## src/hw/rtl/gpio_pkg.sv

```systemverilog
`default_nettype none

package gpio_pkg;

  localparam int unsigned WordWidth = 32;
  localparam int unsigned HalfPins  = 16;

  typedef enum logic [1:0] {
    CMD_TICK  = 2'd0,
    CMD_READ  = 2'd1,
    CMD_WRITE = 2'd2
  } cmd_e;

  typedef enum logic [2:0] {
    OFS_DATA   = 3'd0,
    OFS_DIR    = 3'd1,
    OFS_PAD    = 3'd2,
    OFS_CFG_LO = 3'd3,
    OFS_CFG_HI = 3'd4,
    OFS_MASK   = 3'd5,
    OFS_STATUS = 3'd6,
    OFS_EDGE   = 3'd7
  } ofs_e;

  typedef enum logic [1:0] {
    MODE_LOW  = 2'd0,
    MODE_HIGH = 2'd1,
    MODE_RISE = 2'd2,
    MODE_FALL = 2'd3
  } mode_e;

  typedef struct packed {
    logic [WordWidth-1:0] read_data;
    logic [WordWidth-1:0] pad_drive;
    logic [WordWidth-1:0] output_enable;
    logic                 irq_low_pins;
    logic                 irq_high_pins;
  } result_t;

  // Widen a mask of 16 pins to the two-bits-per-pin layout of a config word.
  function automatic logic [WordWidth-1:0] spread16(input logic [HalfPins-1:0] m);
    logic [WordWidth-1:0] r;
    r = '0;
    for (int i = 0; i < HalfPins; i++) begin
      r[2*i +: 2] = {2{m[i]}};
    end
    return r;
  endfunction

endpackage

`default_nettype wire

```

## src/hw/rtl/gpio_port_with_interrupts.sv

```systemverilog
`default_nettype none

// GPIO port of up to 32 pins with per-pin edge or level interrupts. Each input
// word is a tick (sample the pads), a bus read or a masked bus write to one of
// eight registers; every word yields exactly one result word, which shows the
// register state after that word took effect. The port takes one word per
// clock while in_stall_o is low, and registers each result; all register and
// interrupt logic sits between the input handshake and the result register.
// A two-entry output stage (result register plus skid register) absorbs
// downstream stalls, so in_stall_o rises only once both entries hold a word.
// Pins at or above PIN_COUNT read as zero and ignore writes.
module gpio_port_with_interrupts #(
  parameter int unsigned PIN_COUNT = 32
) (
  input  wire logic        clk_i,
  input  wire logic        rst_ni,

  input  wire logic        in_valid_i,
  output logic             in_stall_o,
  input  wire logic [1:0]  command_i,
  input  wire logic [2:0]  reg_offset_i,
  input  wire logic [31:0] write_data_i,
  input  wire logic [31:0] write_mask_i,
  input  wire logic [31:0] pad_inputs_i,

  output logic             out_valid_o,
  input  wire logic        out_stall_i,
  output logic [31:0]      read_data_o,
  output logic [31:0]      pad_drive_o,
  output logic [31:0]      output_enable_o,
  output logic             irq_low_pins_o,
  output logic             irq_high_pins_o
);
  import gpio_pkg::*;

  localparam logic [WordWidth-1:0] PinMask   = {WordWidth{1'b1}} >> (WordWidth - PIN_COUNT);
  localparam logic [WordWidth-1:0] CfgLoMask = spread16(PinMask[HalfPins-1:0]);
  localparam logic [WordWidth-1:0] CfgHiMask = spread16(PinMask[WordWidth-1:HalfPins]);

  logic [WordWidth-1:0] data_q, data_d;
  logic [WordWidth-1:0] dir_q, dir_d;
  logic [WordWidth-1:0] pad_q, pad_d;
  logic [WordWidth-1:0] cfg_lo_q, cfg_lo_d;
  logic [WordWidth-1:0] cfg_hi_q, cfg_hi_d;
  logic [WordWidth-1:0] mask_q, mask_d;
  logic [WordWidth-1:0] status_q, status_d;
  logic [WordWidth-1:0] edge_q, edge_d;

  logic                 in_accept;
  logic                 out_fire;
  cmd_e                 cmd;
  ofs_e                 ofs;
  logic [WordWidth-1:0] pads;
  logic [WordWidth-1:0] wen;
  logic [WordWidth-1:0] hit;
  logic [WordWidth-1:0] rdata;
  logic [WordWidth-1:0] pend;
  logic [2*WordWidth-1:0] cfg_all;
  result_t              res;

  result_t              out_q;
  result_t              skid_q;
  logic                 out_valid_q;
  logic                 skid_valid_q;

  assign in_stall_o = skid_valid_q;
  assign in_accept  = in_valid_i && !skid_valid_q;
  assign out_fire   = out_valid_q && !out_stall_i;

  assign cmd     = cmd_e'(command_i);
  assign ofs     = ofs_e'(reg_offset_i);
  assign pads    = pad_inputs_i & PinMask;
  assign wen     = write_mask_i & PinMask;
  assign cfg_all = {cfg_hi_q, cfg_lo_q};

  // Per-pin edge or level detection; edge modes compare with the previous sample.
  always_comb begin
    hit = '0;
    for (int p = 0; p < WordWidth; p++) begin
      if (edge_q[p]) begin
        hit[p] = pads[p] ^ pad_q[p];
      end else begin
        case (mode_e'(cfg_all[2*p +: 2]))
          MODE_LOW:  hit[p] = !pads[p];
          MODE_HIGH: hit[p] = pads[p];
          MODE_RISE: hit[p] = pads[p] && !pad_q[p];
          MODE_FALL: hit[p] = !pads[p] && pad_q[p];
          default:   hit[p] = 1'b0;
        endcase
      end
    end
    hit = hit & PinMask;
  end

  always_comb begin
    case (ofs)
      OFS_DATA:   rdata = data_q;
      OFS_DIR:    rdata = dir_q;
      OFS_PAD:    rdata = pad_q;
      OFS_CFG_LO: rdata = cfg_lo_q;
      OFS_CFG_HI: rdata = cfg_hi_q;
      OFS_MASK:   rdata = mask_q;
      OFS_STATUS: rdata = status_q;
      OFS_EDGE:   rdata = edge_q;
      default:    rdata = '0;
    endcase
  end

  always_comb begin
    data_d   = data_q;
    dir_d    = dir_q;
    pad_d    = pad_q;
    cfg_lo_d = cfg_lo_q;
    cfg_hi_d = cfg_hi_q;
    mask_d   = mask_q;
    status_d = status_q;
    edge_d   = edge_q;
    res.read_data = '0;
    case (cmd)
      CMD_TICK: begin
        status_d = status_q | hit;
        pad_d    = pads;
      end
      CMD_READ: begin
        res.read_data = rdata;
      end
      CMD_WRITE: begin
        case (ofs)
          OFS_DATA:   data_d   = (data_q & ~wen) | (write_data_i & wen);
          OFS_DIR:    dir_d    = (dir_q & ~wen) | (write_data_i & wen);
          OFS_CFG_LO: cfg_lo_d = (cfg_lo_q & ~(write_mask_i & CfgLoMask))
                                 | (write_data_i & write_mask_i & CfgLoMask);
          OFS_CFG_HI: cfg_hi_d = (cfg_hi_q & ~(write_mask_i & CfgHiMask))
                                 | (write_data_i & write_mask_i & CfgHiMask);
          OFS_MASK:   mask_d   = (mask_q & ~wen) | (write_data_i & wen);
          // write one to clear
          OFS_STATUS: status_d = status_q & ~(write_data_i & wen);
          OFS_EDGE:   edge_d   = (edge_q & ~wen) | (write_data_i & wen);
          default:    ; // pad status is read only
        endcase
      end
      default: ;
    endcase
    pend = status_d & mask_d;
    res.pad_drive     = data_d;
    res.output_enable = dir_d;
    res.irq_low_pins  = |pend[HalfPins-1:0];
    res.irq_high_pins = |pend[WordWidth-1:HalfPins];
  end

  always_ff @(posedge clk_i or negedge rst_ni) begin
    if (!rst_ni) begin
      data_q   <= '0;
      dir_q    <= '0;
      pad_q    <= '0;
      cfg_lo_q <= '0;
      cfg_hi_q <= '0;
      mask_q   <= '0;
      status_q <= '0;
      edge_q   <= '0;
    end else if (in_accept) begin
      data_q   <= data_d;
      dir_q    <= dir_d;
      pad_q    <= pad_d;
      cfg_lo_q <= cfg_lo_d;
      cfg_hi_q <= cfg_hi_d;
      mask_q   <= mask_d;
      status_q <= status_d;
      edge_q   <= edge_d;
    end
  end

  // Result register with a skid entry behind it.
  always_ff @(posedge clk_i or negedge rst_ni) begin
    if (!rst_ni) begin
      out_valid_q  <= 1'b0;
      skid_valid_q <= 1'b0;
    end else if (skid_valid_q) begin
      if (out_fire) begin
        skid_valid_q <= 1'b0;
      end
    end else if (in_accept) begin
      if (out_valid_q && !out_fire) begin
        skid_valid_q <= 1'b1;
      end
      out_valid_q <= 1'b1;
    end else if (out_fire) begin
      out_valid_q <= 1'b0;
    end
  end

  always_ff @(posedge clk_i) begin
    if (skid_valid_q) begin
      if (out_fire) begin
        out_q <= skid_q;
      end
    end else if (in_accept) begin
      if (out_valid_q && !out_fire) begin
        skid_q <= res;
      end else begin
        out_q <= res;
      end
    end
  end

  assign out_valid_o     = out_valid_q;
  assign read_data_o     = out_q.read_data;
  assign pad_drive_o     = out_q.pad_drive;
  assign output_enable_o = out_q.output_enable;
  assign irq_low_pins_o  = out_q.irq_low_pins;
  assign irq_high_pins_o = out_q.irq_high_pins;

  a_skid_behind_out: assert property (@(posedge clk_i) disable iff (!rst_ni)
    skid_valid_q |-> out_valid_q)
    else $error("skid entry held without a result in front");

  a_skid_fill_on_stall: assert property (@(posedge clk_i) disable iff (!rst_ni)
    $rose(skid_valid_q) |-> $past(out_stall_i))
    else $error("skid entry filled while the output was free");

  a_status_sets_on_tick: assert property (@(posedge clk_i) disable iff (!rst_ni)
    !(in_accept && cmd == CMD_TICK) |=> ((status_q & ~$past(status_q)) == '0))
    else $error("status bit set outside a tick");

  a_sample_on_tick: assert property (@(posedge clk_i) disable iff (!rst_ni)
    !(in_accept && cmd == CMD_TICK) |=> $stable(pad_q))
    else $error("pad sample changed outside a tick");

  a_unused_pins_zero: assert property (@(posedge clk_i) disable iff (!rst_ni)
    ((status_q | pad_q | mask_q | edge_q) & ~PinMask) == '0)
    else $error("unimplemented pin bit set");

endmodule

`default_nettype wire
```

## config.mk

```make
export PLATFORM = sky130hd
export DESIGN_NAME = gpio_port_with_interrupts
export DESIGN_NICKNAME = d
export VERILOG_FILES = /design/src/hw/rtl/gpio_pkg.sv /design/src/hw/rtl/gpio_port_with_interrupts.sv
export SDC_FILE = /design/constraint.sdc
export NUM_CORES = 1
export LEC_CHECK = 0
export BUFFER_PORTS_ARGS = -buffer_cell sky130_fd_sc_hd__buf_2
export CAP_MARGIN = 0
export CORE_MARGIN = 2
export CORE_UTILIZATION = 55
export CTS_CLUSTER_SIZE = 25
export DETAILED_ROUTE_END_ITERATION = 16
export PLACE_DENSITY = 0.75
export SLEW_MARGIN = 20
export SYNTH_ARGS = -nofsm -noshare
export SYNTH_HDL_FRONTEND = slang
export SYNTH_SLANG_ARGS = --single-unit
```

## constraint.sdc

```tcl
create_clock -name clk_i -period 10.8 [get_ports clk_i]
set_clock_uncertainty 0.15 [all_clocks]
set_input_delay 1.08 -clock clk_i [delete_from_list [all_inputs] [get_ports clk_i]]
set_output_delay 1.08 -clock clk_i [all_outputs]
set_load 0.01 [all_outputs]
```

* Word-level counts from Yosys, hierarchy flattened
Cells that the tools add are included.
Storage, ports and cells: bits in registers 454, input port bits 105, output and inout bits 100, word-level logic and storage cells 441
Cells by class: equal/unequal tests 107, multiplexer cells 84, bitwise gates (word level) 51, reduce and logical (&&, ||, !) cells 179
Operators by type and width (count):
- 98-bit two-way mux | 4
- 32-bit AND | 9
- 32-bit two-way mux | 8
- 32-bit case mux with 8 select lines | 1
- 32-bit OR | 7
- 2-bit == test (second input constant) | 65
- 1-bit case mux with 4 select lines | 32
- 1-bit logical AND | 67
- 1-bit zero test | 67
- 2-bit by 1-bit == test with 1-bit output (second input constant) | 33
- 2-bit zero test | 33
- 32-bit NOT | 2
- 32-bit case mux with 2 select lines | 1
- 1-bit two-way mux | 38
- 16-bit OR reduction | 2
- 1-bit bitwise XOR | 32
- 3-bit AND reduction | 5
- 3-bit == test (second input constant) | 4
- 3-bit by 2-bit == test with 1-bit output (second input constant) | 2
- 2-bit != test (second input constant) | 2
- 2-bit AND reduction | 2
- 2-bit nonzero test | 2
- 3-bit by 1-bit == test with 1-bit output (second input constant) | 1
- 3-bit zero test | 1
- 1-bit NOT | 1

* Depth between registers and ports, before layout
Gate-level depths: netlist of run 1.
word-level depth 11, depth in mapped cells 12, gate-level depth less buffers 9

* Worst setup path before layout of run 1
No wires, ideal clock.
kind input port to flip-flop, start in in_valid_i, end reg out_q (netlist bit irq_high_pins_o), enable pin, library setup time 0.587 ns, data arrival time 6.518 ns, data required time 10.063 ns, path slack 3.545 ns, stages 5, path buffers 2, cells stage by stage nor2b_1 clkbuf_1 clkbuf_1 a21oi_1 a21oi_1
On the way: cells in the longest elaborated chain, start to end 3
RTL lines:
- start: declaration | line gpio_port_with_interrupts.sv:18 | input wire logic in_valid_i,
- 1-bit logical AND | line gpio_port_with_interrupts.sv:67 | assign in_accept = in_valid_i && !skid_valid_q;
- 2-bit nonzero test (no source line)
- 3-bit AND reduction (no source line)
- end signal: assignment | line gpio_port_with_interrupts.sv:195 | out_q <= skid_q;
- end signal: assignment | line gpio_port_with_interrupts.sv:201 | out_q <= res;
- end: declaration | line gpio_port_with_interrupts.sv:61 | result_t out_q;
Every way passes these cells. A chain may end at the register's enable or synchronous reset.

* Worst setup path after layout of run 1
start in reg_offset_i[0], end reg out_q (netlist bit output_enable_o[20]) (data pin)
On the way: cells in the longest elaborated chain, start to end 6
RTL lines:
- start: declaration | line gpio_port_with_interrupts.sv:21 | input wire logic [2:0] reg_offset_i,
- 3-bit by 1-bit == test with 1-bit output | line gpio_port_with_interrupts.sv:128 | case (ofs)
- 32-bit two-way mux | line gpio_port_with_interrupts.sv:128
- 32-bit two-way mux | line gpio_port_with_interrupts.sv:119 | case (cmd)
- net dir_d[20] | line gpio_port_with_interrupts.sv:41 | logic [WordWidth-1:0] dir_q, dir_d;
- 98-bit two-way mux | line gpio_port_with_interrupts.sv:198 | if (out_valid_q && !out_fire) begin
- 98-bit two-way mux | line gpio_port_with_interrupts.sv:197 | end else if (in_accept) begin
- 98-bit two-way mux | line gpio_port_with_interrupts.sv:193 | if (skid_valid_q) begin
The timed path passes the listed nets, and every way through them passes these cells. The select of a mux whose other input is x is not followed.

==> results of run 1 <==
[worst max-delay path: cells and delay by family]
family / cells / cell delay [ps]
muxes: 2 / 650
buffers and inverters: 3 / 1650
and+or+nand+nor: 3 / 1830
[cells by family after synthesis]
logic type / synth area share [%]
simple gates: 13.0
flops: 52.0
compound gates: 10.4
mux: 17.6
buf+inv: 3.25
fa+ha+maj: 3.38
xor+xnor: 0.369
[power by group through the flow]
| stage | clock network, mW | registers [mW] | logic (mW) |
|---|---|---|---|
| CTS | 1.67 | 2.73 | 1.73 |
| finish | 1.65 | 2.75 | 1.73 |
| global route | 1.73 | 2.79 | 1.89 |
| floorplan | 0 | 2.75 | 1.02 |
| global placement | 0 | 2.74 | 1.66 |
| detailed placement | 0 | 2.76 | 1.72 |
[stage by stage]
| step | power [mW] | worst slack, ps | hold slack, ps |
|---|---|---|---|
| 4_1_cts | 6.13 | 5970 | 348 |
| 3_5_place_dp | 4.47 | 5390 | 330 |
| 6_report | 6.13 | 5720 | 346 |
| 2_1_floorplan | 3.78 | 3540 | 308 |
| 3_3_place_gp | 4.40 | 5520 | 322 |
| 5_1_grt | 6.41 | 5680 | 371 |
[routing by layer]
metal  up-vias  wire, um  GRT usage [%]  share of wire [%]
li1       8250         -              -                  -
met5         -        34              0              0.045
met1      9348     29200           44.5                 38
met4         6      4100           18.6                5.4
met3       207      6820           6.38                8.9
met2      1003     36100           55.0                 47
[layout make-up]
class | instances | area (um2) | area share (%)
Antenna cell | 11 | 27.5 | 0.103
Clock buffer | 64 | 1320 | 4.92
Clock inverter | 24 | 221 | 0.825
Inverter | 84 | 317 | 1.18
Multi-Input combinational cell | 1545 | 10700 | 39.8
Sequential cell | 454 | 12300 | 46.0
Tap cell | 546 | 683 | 2.54
Timing Repair Buffer | 230 | 1240 | 4.62
[how the worst max path moves through the flow]
stage	endpoint	from	slack, ps	cells past startpoint
6_report	output_enable_o[20]	reg_offset_i[0]	5720	8
5_1_grt	irq_high_pins_o	reg_offset_i[0]	5680	10
4_1_cts	irq_high_pins_o	reg_offset_i[0]	5970	10
3_5_place_dp	output_enable_o[20]	reg_offset_i[0]	5390	8
3_3_place_gp	irq_high_pins_o	reg_offset_i[0]	5520	10
2_1_floorplan	irq_high_pins_o	in_valid_i	3540	5
[cells in the mapped netlist (10+ instances only)]
cell type / n / area [um2]
inv_1: 81 / 304
nand2_1: 434 / 1630
a211oi_1: 18 / 135
o21ai_0: 135 / 676
ha_1: 64 / 801
mux2_1: 89 / 1000
mux4_2: 19 / 428
clkbuf_1: 83 / 312
edfxtp_1: 196 / 5890
o31ai_1: 29 / 218
nor3_1: 13 / 65.1
mux2i_1: 71 / 711
nor2_1: 180 / 676
nand2b_1: 13 / 81.3
buf_1: 26 / 97.6
dfrtp_1: 258 / 6460
a22oi_1: 10 / 75.1
nand4_1: 23 / 144
nand3b_1: 17 / 128
a221oi_1: 24 / 210
a21oi_1: 61 / 305
nand3_1: 14 / 70.1
a32oi_1: 15 / 131
a31oi_1: 14 / 87.6
mux2_2: 181 / 2040
==> results.json, run 1 <==
{
  "place_congestion": 0.898,
  "synth_edf_count": 196,
  "wire_per_inst_um": 25.8,
  "dr.first_iter.drc_count": 2116,
  "rsz0062_at_grt": "no",
  "finalSetupViolCount": 0,
  "cts_buffer_depth": 3,
  "layout_common_cells": "430 x nand2_1, 257 x dfrtp_1, 202 x buf_2, 196 x edfxtp_1, 181 x mux2_2",
  "port_buffers": 204,
  "p_int_mw": 4.03,
  "drive_gt1_share_pct": 22.0,
  "finalNetCount": 2532,
  "reg2reg_slack_ps": 6460,
  "r2r_cells": 8,
  "wl_um": 76200,
  "synthArstFlopShare_pct": 56.8,
  "slew_viol_final": 0,
  "postCtsSetupRepairBufs": 0,
  "firstDrtPassIters": 6,
  "maxSlewHeadroom_pct": 24.3,
  "detail_route.vias_per_cell": 6.36,
  "outcome": "complete, no violations",
  "worst_pin_slew_ps": 1130,
  "pwr-share-clk_pct": 26.9,
  "place_area_mm2": 0.0253,
  "switching_share_pct": 34.2,
  "antenna_found_initial": 13,
  "grt_max_degree": 167,
  "drc": 0,
  "fin_tns_setup_ps": 0,
  "ys_types": 65,
  "ys_seq_area_share_pct": 52.0,
  "cts_resized": 0,
  "hold_viol": 0,
  "finalCritPeriodShare_pct": 47.0,
  "avgSynthCellArea_um2": 10.8,
  "dp.cells": 2859,
  "comb_power_share_pct": 28.3,
  "syn-instance-count": 2201,
  "syn_to_final_growth_pct": 13.2,
  "required_ps": 10980,
  "worstSetupPathType": "input port to flop",
  "fillerInstances": 3425,
  "maxCapViolCount": 0,
  "cts.sinks": 454,
  "dieArea_mm2": 0.0448,
  "crit_chain": "buf_2, buf_4, inv_1, nor2_1, nand2_2, nor2_1, mux2_2, mux2_2",
  "grt_usage_pct": 34.3,
  "slowest_delay_ps": 780,
  "start_util_pct": 55.4,
  "worst_ir_drop_vdd_mv": 0.159,
  "vias": 18800,
  "place_hpwl_um": 51200,
  "p_switching_mw": 2.09,
  "worstReg2RegEnd": "pad_drive_o[27]",
  "crit_path_end_kind": "flop",
  "r2r_start": "in_stall_o",
  "power_leakage_nw": 11.6,
  "die_x_um": 212,
  "num_rows": 76,
  "grt_pass1_wl_um": 114000,
  "ys.flop_type": "dfrtp_1",
  "core_mm2": 0.0428,
  "crit_arrival_ps": 5260,
  "power.density_mw_per_mm2": 228,
  "synthesis.area_mm2": 0.0237,
  "ios": 205,
  "ant_nets": 0,
  "h-tree-depth": 2,
  "syn_nets": 2370,
  "worst_setup_path_start_kind": "input port",
  "fin_crit_ps": 5080,
  "hold_buffers": 0,
  "synth_seq_cells": 454,
  "overflow": 0,
  "final_common_cell": "nand2_1",
  "seqPwrFrac_pct": 44.8,
  "path_max_fanout": 49,
  "cts_buffers": 48,
  "cts_tree": "built",
  "clk_latency_ps": 600,
  "fin_util_pct": 62.8,
  "grt_pass1_vias": 18500,
  "clk_pin_slew_ps": 60,
  "hold_path.class": "input port to async pin",
  "crit_slowest_cell": "nand2_2",
  "clockRootBuffer": "clkbuf_16",
  "fmax_ghz": 0.197,
  "final_cells": 2958,
  "yosysWarnings": 0,
  "die_y_um": 212,
  "stdcell_area_mm2": 0.0269
}
Power figures use the tool's default switching activity.
==> run 2: changes to the inputs <==
PLACE_DENSITY = 0.78   (was 0.75)
clock period = 4.2 ns   (was 10.8 ns; I/O delays follow)
==> run 2 against run 1 <==
Core utilization up 2.3 points. Critical endpoint is now irq_high_pins_o. Routed wire length increased by 1.9%. Count of clock-buffer cells in the layout is 12 lower. Setup slack got worse by 4800 ps. First-iteration DRC count rose by 3.6%. Non-clock buffer count rose by 76. Sequential share of layout area shrank 1.6 points. Via count rose by 1.6%. Cell count increased by 2.5%. Critical path type unchanged. Global-route usage increased by 0.84 points. Clock power rose to 2.9 times the previous value. Sequential power grew to 2.5 times the previous value.
==> results.json, run 2 (synthesized netlist as in run 1, its figures left out) <==
{
  "place_congestion": 0.959,
  "place_hpwl_um": 53700,
  "hold_start": "write_data_i[18]",
  "slew_viol_final": 0,
  "worst_ir_drop_vdd_mv": 0.453,
  "worstSetupPathType": "input port to flop",
  "hold_path.class": "input port to flop",
  "firstDrtPassIters": 6,
  "finalCritPeriodShare_pct": 77.0,
  "place_area_mm2": 0.0256,
  "stdcell_area_mm2": 0.0278,
  "wl_um": 77700,
  "ant_nets": 0,
  "overflow": 0,
  "dr.first_iter.drc_count": 2193,
  "worstReg2RegEnd": "irq_high_pins_o",
  "power_leakage_nw": 12.0,
  "fin_crit_ps": 3230,
  "layout_common_cells": "432 x nand2_1, 257 x dfrtp_1, 202 x buf_2, 196 x edfxtp_1, 181 x mux2_2",
  "fin_hold_ws_ps": 22.6,
  "clk_pin_slew_ps": 70,
  "grt_pass1_vias": 19100,
  "reg2reg_slack_ps": 1080,
  "grt_pass1_wl_um": 117000,
  "final_common_cell": "nand2_1",
  "start_util_pct": 55.4,
  "antenna_found_initial": 10,
  "power.density_mw_per_mm2": 589,
  "cts_buffers": 47,
  "core_mm2": 0.0428,
  "finalSetupViolCount": 0,
  "detail_route.vias_per_cell": 6.30,
  "worst_pin_slew_ps": 1080,
  "vias": 19100,
  "fin_tns_setup_ps": 0,
  "holdPathStages": 2,
  "crit_arrival_ps": 3450,
  "r2r_cells": 9,
  "die_y_um": 212,
  "finalNetCount": 2607,
  "outcome": "complete, no violations",
  "grt_max_degree": 106,
  "worst_setup_path_start_kind": "input port",
  "maxCapViolCount": 0,
  "path_max_fanout": 5,
  "cts.sinks": 454,
  "cts_tree": "built",
  "grt_usage_pct": 35.2,
  "dieArea_mm2": 0.0448,
  "port_buffers": 204,
  "hold_viol": 0,
  "maxSlewHeadroom_pct": 27.7,
  "crit_path_end_kind": "flop",
  "num_rows": 76,
  "syn_to_final_growth_pct": 17.3,
  "drive_gt1_share_pct": 22.8,
  "r2r_start": "pad_q[30]",
  "fmax_ghz": 0.309,
  "fin_util_pct": 65.0,
  "h-tree-depth": 2,
  "clockRootBuffer": "clkbuf_16",
  "clk_latency_ps": 610,
  "die_x_um": 212,
  "drc": 0,
  "ios": 205,
  "rsz0062_at_grt": "no",
  "wire_per_inst_um": 25.6,
  "power.total_mw": 16.4,
  "required_ps": 4420,
  "cts_buffer_depth": 3
}
-- run 2: cell types whose count changed in the layout (fill, tap and decap cells not counted), moves of 3 or more --
cell,delta
dlygate4sd3_1,+46
buf_4,+23
clkbuf_1,-9
bufinv_16,+8
buf_12,+7
clkinvlp_4,+5
clkinv_2,-4
diode_2,-3
-- run 2: final cells by class --
| class | count | area [um2] |
|---|---|---|
| Sequential cell | 454 | 12300 |
| Clock inverter | 36 | 529 |
| Multi-Input combinational cell | 1545 | 10700 |
| Inverter | 84 | 317 |
| Tap cell | 546 | 683 |
| Fill cell | 3255 | 15000 |
| Antenna cell | 8 | 20.0 |
| Clock buffer | 52 | 1220 |
| Timing Repair Buffer | 306 | 2010 |
-- run 2: metrics by stage --
stage               std cells  worst slack [ps]
detailed placement       2889               413
CTS                      3023              1010
finish                   3031               966
global placement         2889               525
floorplan                2201              70.2
global route             3026               845
-- run 2: critical path: stages --
cell	delay [ps]
dlygate4sd3_1	550
buf_2	150
inv_1	50
ha_1	180
mux2_2	260
a32oi_1	230
a311oi_1	130
a2111oi_0	530
o2111ai_1	220
or4_4	460
mux2_2	280
-- run 2: per-layer routing --
metal / part of all wire (%) / global-route usage (%)
met1: 39 / 45.1
met3: 8.0 / 5.38
met4: 6.6 / 22.4
met2: 47 / 56.3
met5: 0.028 / 0
-- run 2: worst max path at each step --
stage	start	endpoint	slack (ps)	depth (start not counted)
finish	pad_inputs_i[21]	irq_high_pins_o	970	11
global route	pad_inputs_i[20]	irq_high_pins_o	840	11
CTS	pad_inputs_i[20]	irq_high_pins_o	1010	11
detailed placement	command_i[1]	irq_high_pins_o	410	9
global placement	reg_offset_i[1]	irq_high_pins_o	530	8
floorplan	in_stall_o	skid_q[0]	70	5
-- run 2: what timing repair did --
action                                  4_1_cts  5_1_grt
endpoints found under the hold margin       162        0
setup buffers                                 0        0
resized for setup                             0        0
endpoints found under the setup margin        0        0
hold buffers                                 46        0
-- run 2: where the power goes --
| part | leakage (nW) | switching, mW | total [mW] | internal (mW) |
|---|---|---|---|---|
| clock network | 0.845 | 1.90 | 4.76 | 2.86 |
| logic | 5.93 | 2.76 | 4.62 | 1.86 |
| registers | 5.25 | 0.856 | 7.01 | 6.15 |
